===== src/rtl/core/erpm_pkg.sv =====
// ----------------------------------------------------------------------------
// erpm_pkg: shared types, widths and helpers for the encoder rpm estimator
// Item structs, sequencer phases, config indexes and saturation functions.
// ----------------------------------------------------------------------------
package erpm_pkg;

  // fixed-point fraction bits of the instant and smoothed speed
  localparam int FracBits = 16;

  localparam int CountW = 32;
  localparam int TimeW  = 32;
  localparam int CfgW   = 16;
  localparam int KeepW  = 16;             // smoothing weight, Q0.16
  localparam int NumW   = CountW + 16;    // |delta| * 60000
  localparam int DenW   = CfgW + TimeW;   // ticks per turn * elapsed ms
  localparam int QuoW   = NumW + FracBits;
  localparam int QiW    = QuoW - FracBits; // integer part of the quotient
  localparam int SpdW   = 48;             // smoothed speed register
  localparam int QmagW  = SpdW - 1;       // saturated speed magnitude
  localparam int ErrW   = SpdW + 1;       // smoothed minus instant speed
  localparam int AccW   = ErrW + 1;
  localparam int AluW   = AccW + 1;
  localparam int CntW   = $clog2(QuoW);
  localparam int CfgIdxW = 1;

  localparam logic [15:0]      RpmScale = 16'd60000;
  localparam logic [QmagW-1:0] SpeedMax = {QmagW{1'b1}};
  localparam logic [CfgW-1:0]  CprReset  = 16'd1;
  localparam logic [KeepW-1:0] KeepReset = 16'd62259;

  localparam logic [CfgIdxW-1:0] CfgCountsPerRev = 1'b0;
  localparam logic [CfgIdxW-1:0] CfgSmoothingKeep = 1'b1;

  typedef struct packed {
    logic signed [CountW-1:0] encoder_count;
    logic [TimeW-1:0]         now_ms;
  } in_item_t;

  typedef struct packed {
    logic signed [31:0] rpm;
    logic signed [31:0] smoothed_rpm;
    logic               zero_interval;
  } out_item_t;

  typedef enum logic [2:0] {
    ST_IDLE,
    ST_ABS,
    ST_MUL,
    ST_DIV,
    ST_ERR,
    ST_MAC,
    ST_UPD,
    ST_FIN
  } phase_e;

  typedef struct packed {
    phase_e phase;
    logic   take_in;
    logic   load_out;
  } ctl_t;

  // sign and magnitude to 32-bit signed, saturated
  function automatic logic [31:0] sat_sm32(input logic neg, input logic [QiW-1:0] mag);
    logic [31:0] res;
    if (neg) begin
      if (mag > QiW'(33'h1_0000_0000 >> 1)) begin
        res = 32'h8000_0000;
      end else begin
        res = 32'(0) - mag[31:0];
      end
    end else begin
      if (mag > QiW'(32'h7FFF_FFFF)) begin
        res = 32'h7FFF_FFFF;
      end else begin
        res = mag[31:0];
      end
    end
    return res;
  endfunction

  function automatic logic [31:0] sat_s32(input logic signed [63:0] v);
    logic [31:0] res;
    if (v > 64'sd2147483647) begin
      res = 32'h7FFF_FFFF;
    end else if (v < -64'sd2147483648) begin
      res = 32'h8000_0000;
    end else begin
      res = v[31:0];
    end
    return res;
  endfunction

endpackage


===== src/rtl/core/encoder_rpm_estimator.sv =====
// ----------------------------------------------------------------------------
// encoder_rpm_estimator: wheel speed and smoothed speed from encoder samples
// Config registers, sequencer and datapath around one shared add/sub unit.
// ----------------------------------------------------------------------------
//   channel  | direction | handshake               | payload
//   cfg      | in        | cfg_we_i                | cfg_idx_i, cfg_wdata_i
//   in       | in        | in_valid_i / in_ready_o | in_item_t
//   out      | out       | out_valid_o/out_ready_i | out_item_t
//
// After an input transfer the block is busy and takes no new transfer until
// its result is loaded: 64 divider steps (one quotient bit each) and 16
// shift-add steps of the smoothing multiply share one adder, plus the ABS,
// MUL, ERR, UPD and FIN phases and the idle phase that takes the next
// transfer. A zero interval skips both loops.
// The result sits in an output register; the sequencer waits in its last
// phase only while that register still holds an untaken result.
// Reset is asynchronous, active low; no clearing pass.
module encoder_rpm_estimator import erpm_pkg::*; (
  input  logic               clk_i,
  input  logic               rst_ni,
  input  logic               cfg_we_i,
  input  logic [CfgIdxW-1:0] cfg_idx_i,
  input  logic [CfgW-1:0]    cfg_wdata_i,
  input  logic               in_valid_i,
  output logic               in_ready_o,
  input  in_item_t           in_data_i,
  output logic               out_valid_o,
  input  logic               out_ready_i,
  output out_item_t          out_data_o
);

  logic [CfgW-1:0]  cpr_q;
  logic [KeepW-1:0] keep_q;
  ctl_t             ctl;
  logic             zero_dt;
  logic             out_free;

  always_ff @(posedge clk_i or negedge rst_ni) begin
    if (!rst_ni) begin
      cpr_q  <= CprReset;
      keep_q <= KeepReset;
    end else if (cfg_we_i) begin
      unique case (cfg_idx_i)
        CfgCountsPerRev:  cpr_q  <= cfg_wdata_i;
        CfgSmoothingKeep: keep_q <= cfg_wdata_i;
        default: begin
        end
      endcase
    end
  end

  assign out_free = !out_valid_o || out_ready_i;

  erpm_ctrl u_ctrl (
    .clk_i      (clk_i),
    .rst_ni     (rst_ni),
    .in_valid_i (in_valid_i),
    .in_ready_o (in_ready_o),
    .zero_dt_i  (zero_dt),
    .out_free_i (out_free),
    .ctl_o      (ctl)
  );

  erpm_datapath u_dp (
    .clk_i       (clk_i),
    .rst_ni      (rst_ni),
    .ctl_i       (ctl),
    .in_data_i   (in_data_i),
    .cpr_i       (cpr_q),
    .keep_i      (keep_q),
    .zero_dt_o   (zero_dt),
    .out_ready_i (out_ready_i),
    .out_valid_o (out_valid_o),
    .out_data_o  (out_data_o)
  );

  // busy right after an input transfer
  a_busy_after_in: assert property (@(posedge clk_i) disable iff (!rst_ni)
    (in_valid_i && in_ready_o) |=> !in_ready_o)
    else $error("ready stayed high after input transfer");

  // zero interval results carry no instant speed
  a_zero_rpm: assert property (@(posedge clk_i) disable iff (!rst_ni)
    (out_valid_o && out_data_o.zero_interval) |-> (out_data_o.rpm == 32'sd0))
    else $error("nonzero rpm on zero interval");

  // a result is loaded only when the output register is free
  a_no_overwrite: assert property (@(posedge clk_i) disable iff (!rst_ni)
    (ctl.load_out) |-> (!out_valid_o || out_ready_i))
    else $error("output register overwritten");

endmodule


===== src/rtl/core/erpm_ctrl.sv =====
// ----------------------------------------------------------------------------
// erpm_ctrl: sequencer of the encoder rpm estimator
// Steps one item through delta, multiply, divide, smoothing and result load; a zero interval goes straight to the load.
// ----------------------------------------------------------------------------
module erpm_ctrl import erpm_pkg::*; (
  input  logic clk_i,
  input  logic rst_ni,
  input  logic in_valid_i,
  output logic in_ready_o,
  input  logic zero_dt_i,
  input  logic out_free_i,
  output ctl_t ctl_o
);

  phase_e state_q, state_d;
  logic [CntW-1:0] cnt_q, cnt_d;

  always_comb begin
    state_d = state_q;
    cnt_d   = cnt_q;
    unique case (state_q)
      ST_IDLE: begin
        if (in_valid_i) state_d = ST_ABS;
      end
      ST_ABS: begin
        state_d = zero_dt_i ? ST_FIN : ST_MUL;
      end
      ST_MUL: begin
        state_d = ST_DIV;
        cnt_d   = '0;
      end
      ST_DIV: begin
        cnt_d = cnt_q + 1'b1;
        if (cnt_q == CntW'(QuoW - 1)) state_d = ST_ERR;
      end
      ST_ERR: begin
        state_d = ST_MAC;
        cnt_d   = '0;
      end
      ST_MAC: begin
        cnt_d = cnt_q + 1'b1;
        if (cnt_q == CntW'(KeepW - 1)) state_d = ST_UPD;
      end
      ST_UPD: begin
        state_d = ST_FIN;
      end
      ST_FIN: begin
        if (out_free_i) state_d = ST_IDLE;
      end
      default: state_d = ST_IDLE;
    endcase
  end

  always_comb begin
    in_ready_o     = (state_q == ST_IDLE);
    ctl_o.phase    = state_q;
    ctl_o.take_in  = (state_q == ST_IDLE) && in_valid_i;
    ctl_o.load_out = (state_q == ST_FIN) && out_free_i;
  end

  always_ff @(posedge clk_i or negedge rst_ni) begin
    if (!rst_ni) begin
      state_q <= ST_IDLE;
      cnt_q   <= '0;
    end else begin
      state_q <= state_d;
      cnt_q   <= cnt_d;
    end
  end

endmodule


===== src/rtl/core/erpm_datapath.sv =====
// ----------------------------------------------------------------------------
// erpm_datapath: registers and shared add/sub unit of the rpm estimator
// Restoring divider, shift-add smoothing multiply and output register.
// ----------------------------------------------------------------------------
module erpm_datapath import erpm_pkg::*; (
  input  logic            clk_i,
  input  logic            rst_ni,
  input  ctl_t            ctl_i,
  input  in_item_t        in_data_i,
  input  logic [CfgW-1:0]  cpr_i,
  input  logic [KeepW-1:0] keep_i,
  output logic            zero_dt_o,
  input  logic            out_ready_i,
  output logic            out_valid_o,
  output out_item_t       out_data_o
);

  // state
  logic [CountW-1:0]        last_count_q;
  logic [TimeW-1:0]         last_time_q;
  logic signed [SpdW-1:0]   smooth_q;
  logic                     out_valid_q;

  // per-item working registers
  logic [CountW-1:0]        diff_q;
  logic [TimeW-1:0]         dt_q;
  logic                     neg_q;
  logic [DenW-1:0]          den_q;
  logic [QuoW-1:0]          quo_q;
  logic [DenW-1:0]          rem_q;
  logic [ErrW-1:0]          err_q;
  logic [AccW-1:0]          acc_q;
  logic [KeepW-1:0]         keep_sh_q;
  out_item_t                out_q;

  logic [CfgW-1:0]          cpr_eff;
  logic                     qsat;
  logic [QmagW-1:0]         qmag;
  logic [DenW:0]            shifted;
  logic [AluW-1:0]          alu_a, alu_b, alu_sum;
  logic                     alu_sub;
  logic                     borrow;
  logic [NumW-1:0]          num;
  logic signed [63:0]       s_ext, s_tr;
  logic                     s_rnd;

  assign cpr_eff   = (cpr_i == '0) ? CfgW'(1) : cpr_i;
  assign zero_dt_o = (dt_q == '0);
  assign qsat      = |quo_q[QuoW-1:QmagW];
  assign qmag      = qsat ? SpeedMax : quo_q[QmagW-1:0];
  assign shifted   = {rem_q, quo_q[QuoW-1]};
  assign num       = NumW'(diff_q) * NumW'(RpmScale);

  // shared add/sub unit
  always_comb begin
    alu_a   = '0;
    alu_b   = '0;
    alu_sub = 1'b0;
    unique case (ctl_i.phase)
      ST_DIV: begin
        alu_a   = {{(AluW-DenW-1){1'b0}}, shifted};
        alu_b   = {{(AluW-DenW){1'b0}}, den_q};
        alu_sub = 1'b1;
      end
      ST_ERR: begin
        // smoothed - signed instant speed
        alu_a   = {{(AluW-SpdW){smooth_q[SpdW-1]}}, smooth_q};
        alu_b   = {{(AluW-QmagW){1'b0}}, qmag};
        alu_sub = !neg_q;
      end
      ST_MAC: begin
        alu_a   = {{(AluW-AccW){acc_q[AccW-1]}}, acc_q};
        alu_b   = keep_sh_q[0] ? {{(AluW-ErrW){err_q[ErrW-1]}}, err_q} : '0;
      end
      ST_UPD: begin
        alu_a   = {{(AluW-AccW){acc_q[AccW-1]}}, acc_q};
        alu_b   = {{(AluW-QmagW){1'b0}}, qmag};
        alu_sub = neg_q;
      end
      default: begin
        alu_a = '0;
      end
    endcase
    alu_sum = alu_sub ? (alu_a - alu_b) : (alu_a + alu_b);
  end

  assign borrow = alu_sum[AluW-1];

  // smoothed output truncated toward zero
  always_comb begin
    s_ext = 64'(smooth_q);
    s_rnd = smooth_q[SpdW-1] & (|smooth_q[FracBits-1:0]);
    s_tr  = (s_ext >>> FracBits) + signed'({63'b0, s_rnd});
  end

  always_ff @(posedge clk_i or negedge rst_ni) begin
    if (!rst_ni) begin
      last_count_q <= '0;
      last_time_q  <= '0;
      smooth_q     <= '0;
      out_valid_q  <= 1'b0;
    end else begin
      if (ctl_i.take_in) begin
        last_count_q <= in_data_i.encoder_count;
        last_time_q  <= in_data_i.now_ms;
      end
      if (ctl_i.phase == ST_UPD) smooth_q <= alu_sum[SpdW-1:0];
      if (ctl_i.load_out) begin
        out_valid_q <= 1'b1;
      end else if (out_ready_i) begin
        out_valid_q <= 1'b0;
      end
    end
  end

  always_ff @(posedge clk_i) begin
    if (ctl_i.take_in) begin
      diff_q <= in_data_i.encoder_count - last_count_q;
      dt_q   <= in_data_i.now_ms - last_time_q;
    end
    unique case (ctl_i.phase)
      ST_ABS: begin
        neg_q  <= diff_q[CountW-1];
        diff_q <= diff_q[CountW-1] ? (CountW'(0) - diff_q) : diff_q;
        den_q  <= DenW'(cpr_eff) * DenW'(dt_q);
      end
      ST_MUL: begin
        quo_q <= {num, {FracBits{1'b0}}};
        rem_q <= '0;
      end
      ST_DIV: begin
        rem_q <= borrow ? shifted[DenW-1:0] : alu_sum[DenW-1:0];
        quo_q <= {quo_q[QuoW-2:0], !borrow};
      end
      ST_ERR: begin
        err_q     <= alu_sum[ErrW-1:0];
        acc_q     <= '0;
        keep_sh_q <= keep_i;
      end
      ST_MAC: begin
        // add, then halve: floor of keep * err / 2^16 after all steps
        acc_q     <= alu_sum[AluW-1:1];
        keep_sh_q <= keep_sh_q >> 1;
      end
      default: begin
      end
    endcase
    if (ctl_i.load_out) begin
      out_q.rpm           <= zero_dt_o ? 32'sd0 : sat_sm32(neg_q, quo_q[QuoW-1:FracBits]);
      out_q.smoothed_rpm  <= sat_s32(s_tr);
      out_q.zero_interval <= zero_dt_o;
    end
  end

  assign out_valid_o = out_valid_q;
  assign out_data_o  = out_q;

endmodule

===== config.mk =====
export PLATFORM = sky130hd
export DESIGN_NAME = encoder_rpm_estimator
export DESIGN_NICKNAME = d
export VERILOG_FILES = /design/src/rtl/core/erpm_pkg.sv /design/src/rtl/core/encoder_rpm_estimator.sv /design/src/rtl/core/erpm_ctrl.sv /design/src/rtl/core/erpm_datapath.sv
export SDC_FILE = /design/constraint.sdc
export NUM_CORES = 2
export LEC_CHECK = 0
export ABC_AREA = 1
export CORE_AREA = 3 3 436 438
export DETAILED_ROUTE_END_ITERATION = 10
export DIE_AREA = 0 0 439 441
export DONT_BUFFER_PORTS = 1
export PLACE_DENSITY = 0.45
export SLEW_MARGIN = 25
export SYNTH_ARGS = -nofsm -noshare
export SYNTH_HDL_FRONTEND = slang
export SYNTH_HIERARCHICAL = 1
export SYNTH_SLANG_ARGS = --single-unit

===== constraint.sdc =====
create_clock -name clk_i -period 14.1 [get_ports clk_i]
set_input_delay 1.41 -clock clk_i [delete_from_list [all_inputs] [get_ports clk_i]]
set_output_delay 1.41 -clock clk_i [all_outputs]
set_load 0.02 [all_outputs]

==> key figures <==
GRT
  – Largest net degree at the start of global routing: around 160
  – Vias in the first global route: 44,800
  – Initial antenna violation count: 2
  – Total track usage: 18.6%
  – GRT Residual Overflow: 0
  – First-pass GRT wire length: 277,000 um

Critical path
  – Startpoint type of the worst setup path: flip-flop
  – Crit Reg-Reg Startpoint: u_ctrl/state_q[2]
  – Worst reg2reg path endpoint: u_dp/rem_q[46]
  – WS Path Type: reg2reg
  – Max FO, Critical Path: 52
  – CP required: 14.63 ns
  – Data arrival, critical path: between 8 and 9 ns
  – Reg2reg path depth: 33
  – Critical path's slowest cell: nand2_1
  – Setup crit end kind: flip-flop
  – Crit-path max cell delay: between 0.6 and 0.7 ns
  – R2R Setup Slk: 6.07 ns

Placed design
  – I/O Buffers: 0
  – HPWL Detailed: 140,000 um
  – Worst slack, placed: 5.88 ns
  – RD Place Congestion: 0.923
  – Cells after DPL: between 9,000 and 10,000

Floorplan
  – Die area: roughly 190,000 um2
  – Ports: 153
  – CORE AREA: 187,000 um2
  – Die X: 439 um
  – Initial core utilization: 29.9%
  – Rows: 159
  – Chip height: roughly 440 um

Finish
  – Multi-input gate area: 33,900 um2
  – Fillcell total: 19,900
  – Share of layout cells above drive strength 1: 3.94%
  – FF+latch area: 16,000 um2
  – Finished Layout Cells: 9,174
  – Area grow syn2layout: 8.88%
  – Final #Nets: 7,644

Yosys
  – Dominant synthesized flop cell: edfxtp_1
  – Share of flip-flops with an asynchronous set or reset: 27.5%
  – Largest cells by area after synthesis: edfxtp_1 22%, fa_1 20%, nand2_1 10%
  – Synth Area per Inst: 8.29 um2
  – Synthesized cell area: 55,900 um2
  – Area leader, netlist: edfxtp_1
  – Post-synth EDFFs: about 410
  – Synthesis Warnings: 6
  – Cells after Synth: 6,746
  – Post-synthesis sequential element count: 559
  – Seq/Total Area, Yosys: between 20% and 30%
  – Synth cell types: 64
  – Post-synth top area share: 21.7%
  – Syn nets: between 7,000 and 8,000

Clock network
  – CTS tree: yes
  – Reg clk slew, reported paths: approximately 0.060 ns
  – Post_cts resized: 0
  – Post-CTS setup buffer count: 0
  – H-tree levels: 3
  – Hold_buf cts: 0
  – Cts bufs inserted: 72
  – CTS sink count: 559
  – Worst skew pair latency: 0.70 ns
  – CTS root buffer: clkbuf_16
  – Clk buf depth: 3

Hold path
  – Hold Path Class: in2async

Power
  – Power Density: 215 nW/um2
  – Sequential power share: a little under a fifth
  – Leakage: 28.6 nW
  – Peak supply drop: 0.000255 V
  – P_sw: slightly below 7 mW
  – Gate power share: 67.2%
  – Int Power: 6.35 mW
  – Clock power share: between 10 and 15%
  – Sw Ratio: 51.6%

STA
  – Highest clock rate: 125 MHz
  – Setup Viol. Count Final: 0
  – Final Hold Viols: 0
  – Fin crit period: 8.03 ns
  – Fin crit share: a little under three fifths
  – Setup_tns: 0 ns
  – Final WS setup: 6.07 ns
  – Setup Skew: 0.0328 ns
  – Worst-margin pin slew: about 1.0 ns
  – RSZ-0062 raised after global routing: false
  – Slew HR: a little under a third
  – Max-slew violations: 0

Job
  – MaxCap Viol Count: 0

Detailed routing
  – Via count: 43,700
  – Vias per cell: between 4 and 5
  – ANT nets after route: 0
  – Drt first pass iters: 5
  – Iter 0 DRT Violations: 2,768
  – DR DRC count: 0
  – Avg WL per Cell: 19.6 um
  – Drt total wl: 180,000 um

Run status
  – Status: complete, no violations
-- registers in the layout, indices dropped and copies added, names as in the netlist --
signal / cells
u_dp/den_q: 48
u_dp/keep_sh_q: 16
u_dp/diff_q: 32
u_dp/quo_q: 64
u_dp/last_time_q: 32
cpr_q: 16
u_dp/out_data_o: 65
u_dp/last_count_q: 32
u_dp/err_q: 49
keep_q: 16
u_dp/out_valid_o: 1
u_dp/neg_q: 1
u_dp/smooth_q: 48
u_ctrl/cnt_q: 6
u_dp/acc_q: 50
u_dp/rem_q: 48
u_ctrl/state_q: 3
u_dp/dt_q: 32
-- cells in the mapped netlist, drive strengths merged, types with 4 or more instances --
cell type,number
nand2,1533
inv,1315
fa,562
nor2,491
edfxtp,405
ha,379
o21ai,375
a21oi,350
clkbuf,202
xor2,170
nand3,164
dfrtp,143
nand4,83
xnor2,80
a31oi,62
nor3,62
a22oi,56
buf,53
nor4,42
o211ai,42
o21a,30
o21bai,23
or2,23
a21boi,12
o22ai,12
a21o,11
dfstp,11
o31ai,8
a32o,6
and3,6
a221oi,5
nand3b,5
o221ai,5
o2111ai,4
-- power groups by stage --
stage | logic [mW] | registers [mW] | clock network (mW)
2_1_floorplan | 5.97 | 2.35 | 0
3_3_place_gp | 8.84 | 2.41 | 0
3_5_place_dp | 8.82 | 2.41 | 0
4_1_cts | 8.87 | 2.37 | 2.00
5_1_grt | 9.91 | 2.39 | 2.07
6_report | 8.80 | 2.37 | 1.93
-- per-stage QoR --
stage          hold WS, ns  total power [mW]  area (um2)  util (%)
3_3_place_gp         0.452              11.2       58400      31.2
3_5_place_dp         0.453              11.2       58400      31.3
4_1_cts              0.355              13.2       60900      32.6
6_report             0.426              13.1       60900      32.6
2_1_floorplan        0.440              8.31       55900         -
5_1_grt              0.362              14.4       60900      32.6
-- cell type report --
cell class              count  share of cell area [%]
clock buffers              98                    3.36
diodes                      3                  0.0123
flip-flops and latches    559                    26.3
well taps                2495                    5.13
repair buffers             52                   0.680
clock inverters            35                   0.635
inverters                1315                    8.12
multi-input cells        4617                    55.7
-- logic make-up (layout without fill, tap and decap cells) --
group                      Yosys count  after routing  share of synthesized area (%)
DFF                                559            559                           28.7
xor gates and xnor gates           250            250                           3.91
other                                0              3                              0
adders and majority gates          941            941                           28.6
and+or+nand+nor                   2412           2412                           17.7
buffers and inverters             1570           1500                           10.8
muxes                                2              2                         0.0403
AOI/OAI and AO/OA                 1012           1012                           10.3
-- critical path, delay by kind of cell (launching register included) --
kind,cells,cell delay (ns)
xor gates and xnor gates,1,0.17
adders and majority gates,2,0.55
DFF,1,0.66
and+or+nand+nor,19,3.44
AOI/OAI and AO/OA,3,0.69
buffers and inverters,8,2.22
-- how the worst max path moves through the flow --
| stage | cells past startpoint | slack [ns] | start | endpoint |
|---|---|---|---|---|
| finish | 33 | 6.07 | u_ctrl/state_q[2] | u_dp/rem_q[46] |
| global route | 33 | 5.14 | u_ctrl/state_q[2] | u_dp/rem_q[38] |
| CTS | 33 | 5.84 | u_ctrl/state_q[2] | u_dp/rem_q[30] |
| detailed placement | 33 | 5.88 | u_ctrl/state_q[2] | u_dp/rem_q[30] |
| global placement | 34 | 6.04 | u_ctrl/state_q[2] | u_dp/rem_q[45] |
| floorplan | 36 | 4.13 | u_ctrl/state_q[1] | u_dp/rem_q[21] |
-- cells in the final DEF, fill, tap and decap left out, drive strengths merged, types with 56 or more instances in the layout --
cell type and n:
nand2 1533, inv 1318, fa 562, nor2 491
edfxtp 405, ha 379, o21ai 375, a21oi 350
xor2 170, nand3 164, dfrtp 143, clkbuf 98
nand4 83, xnor2 80, a31oi 62, nor3 62
a22oi 56
-- routing by layer --
layer  wire length, um  part of all wire [%]  track usage [%]
met5                 0                     0                0
met1             86200                    48             26.3
met2             81400                    45             29.9
met4              4540                   2.5             4.62
met3              7400                   4.1             2.55
(Power assumes the default switching activity.)
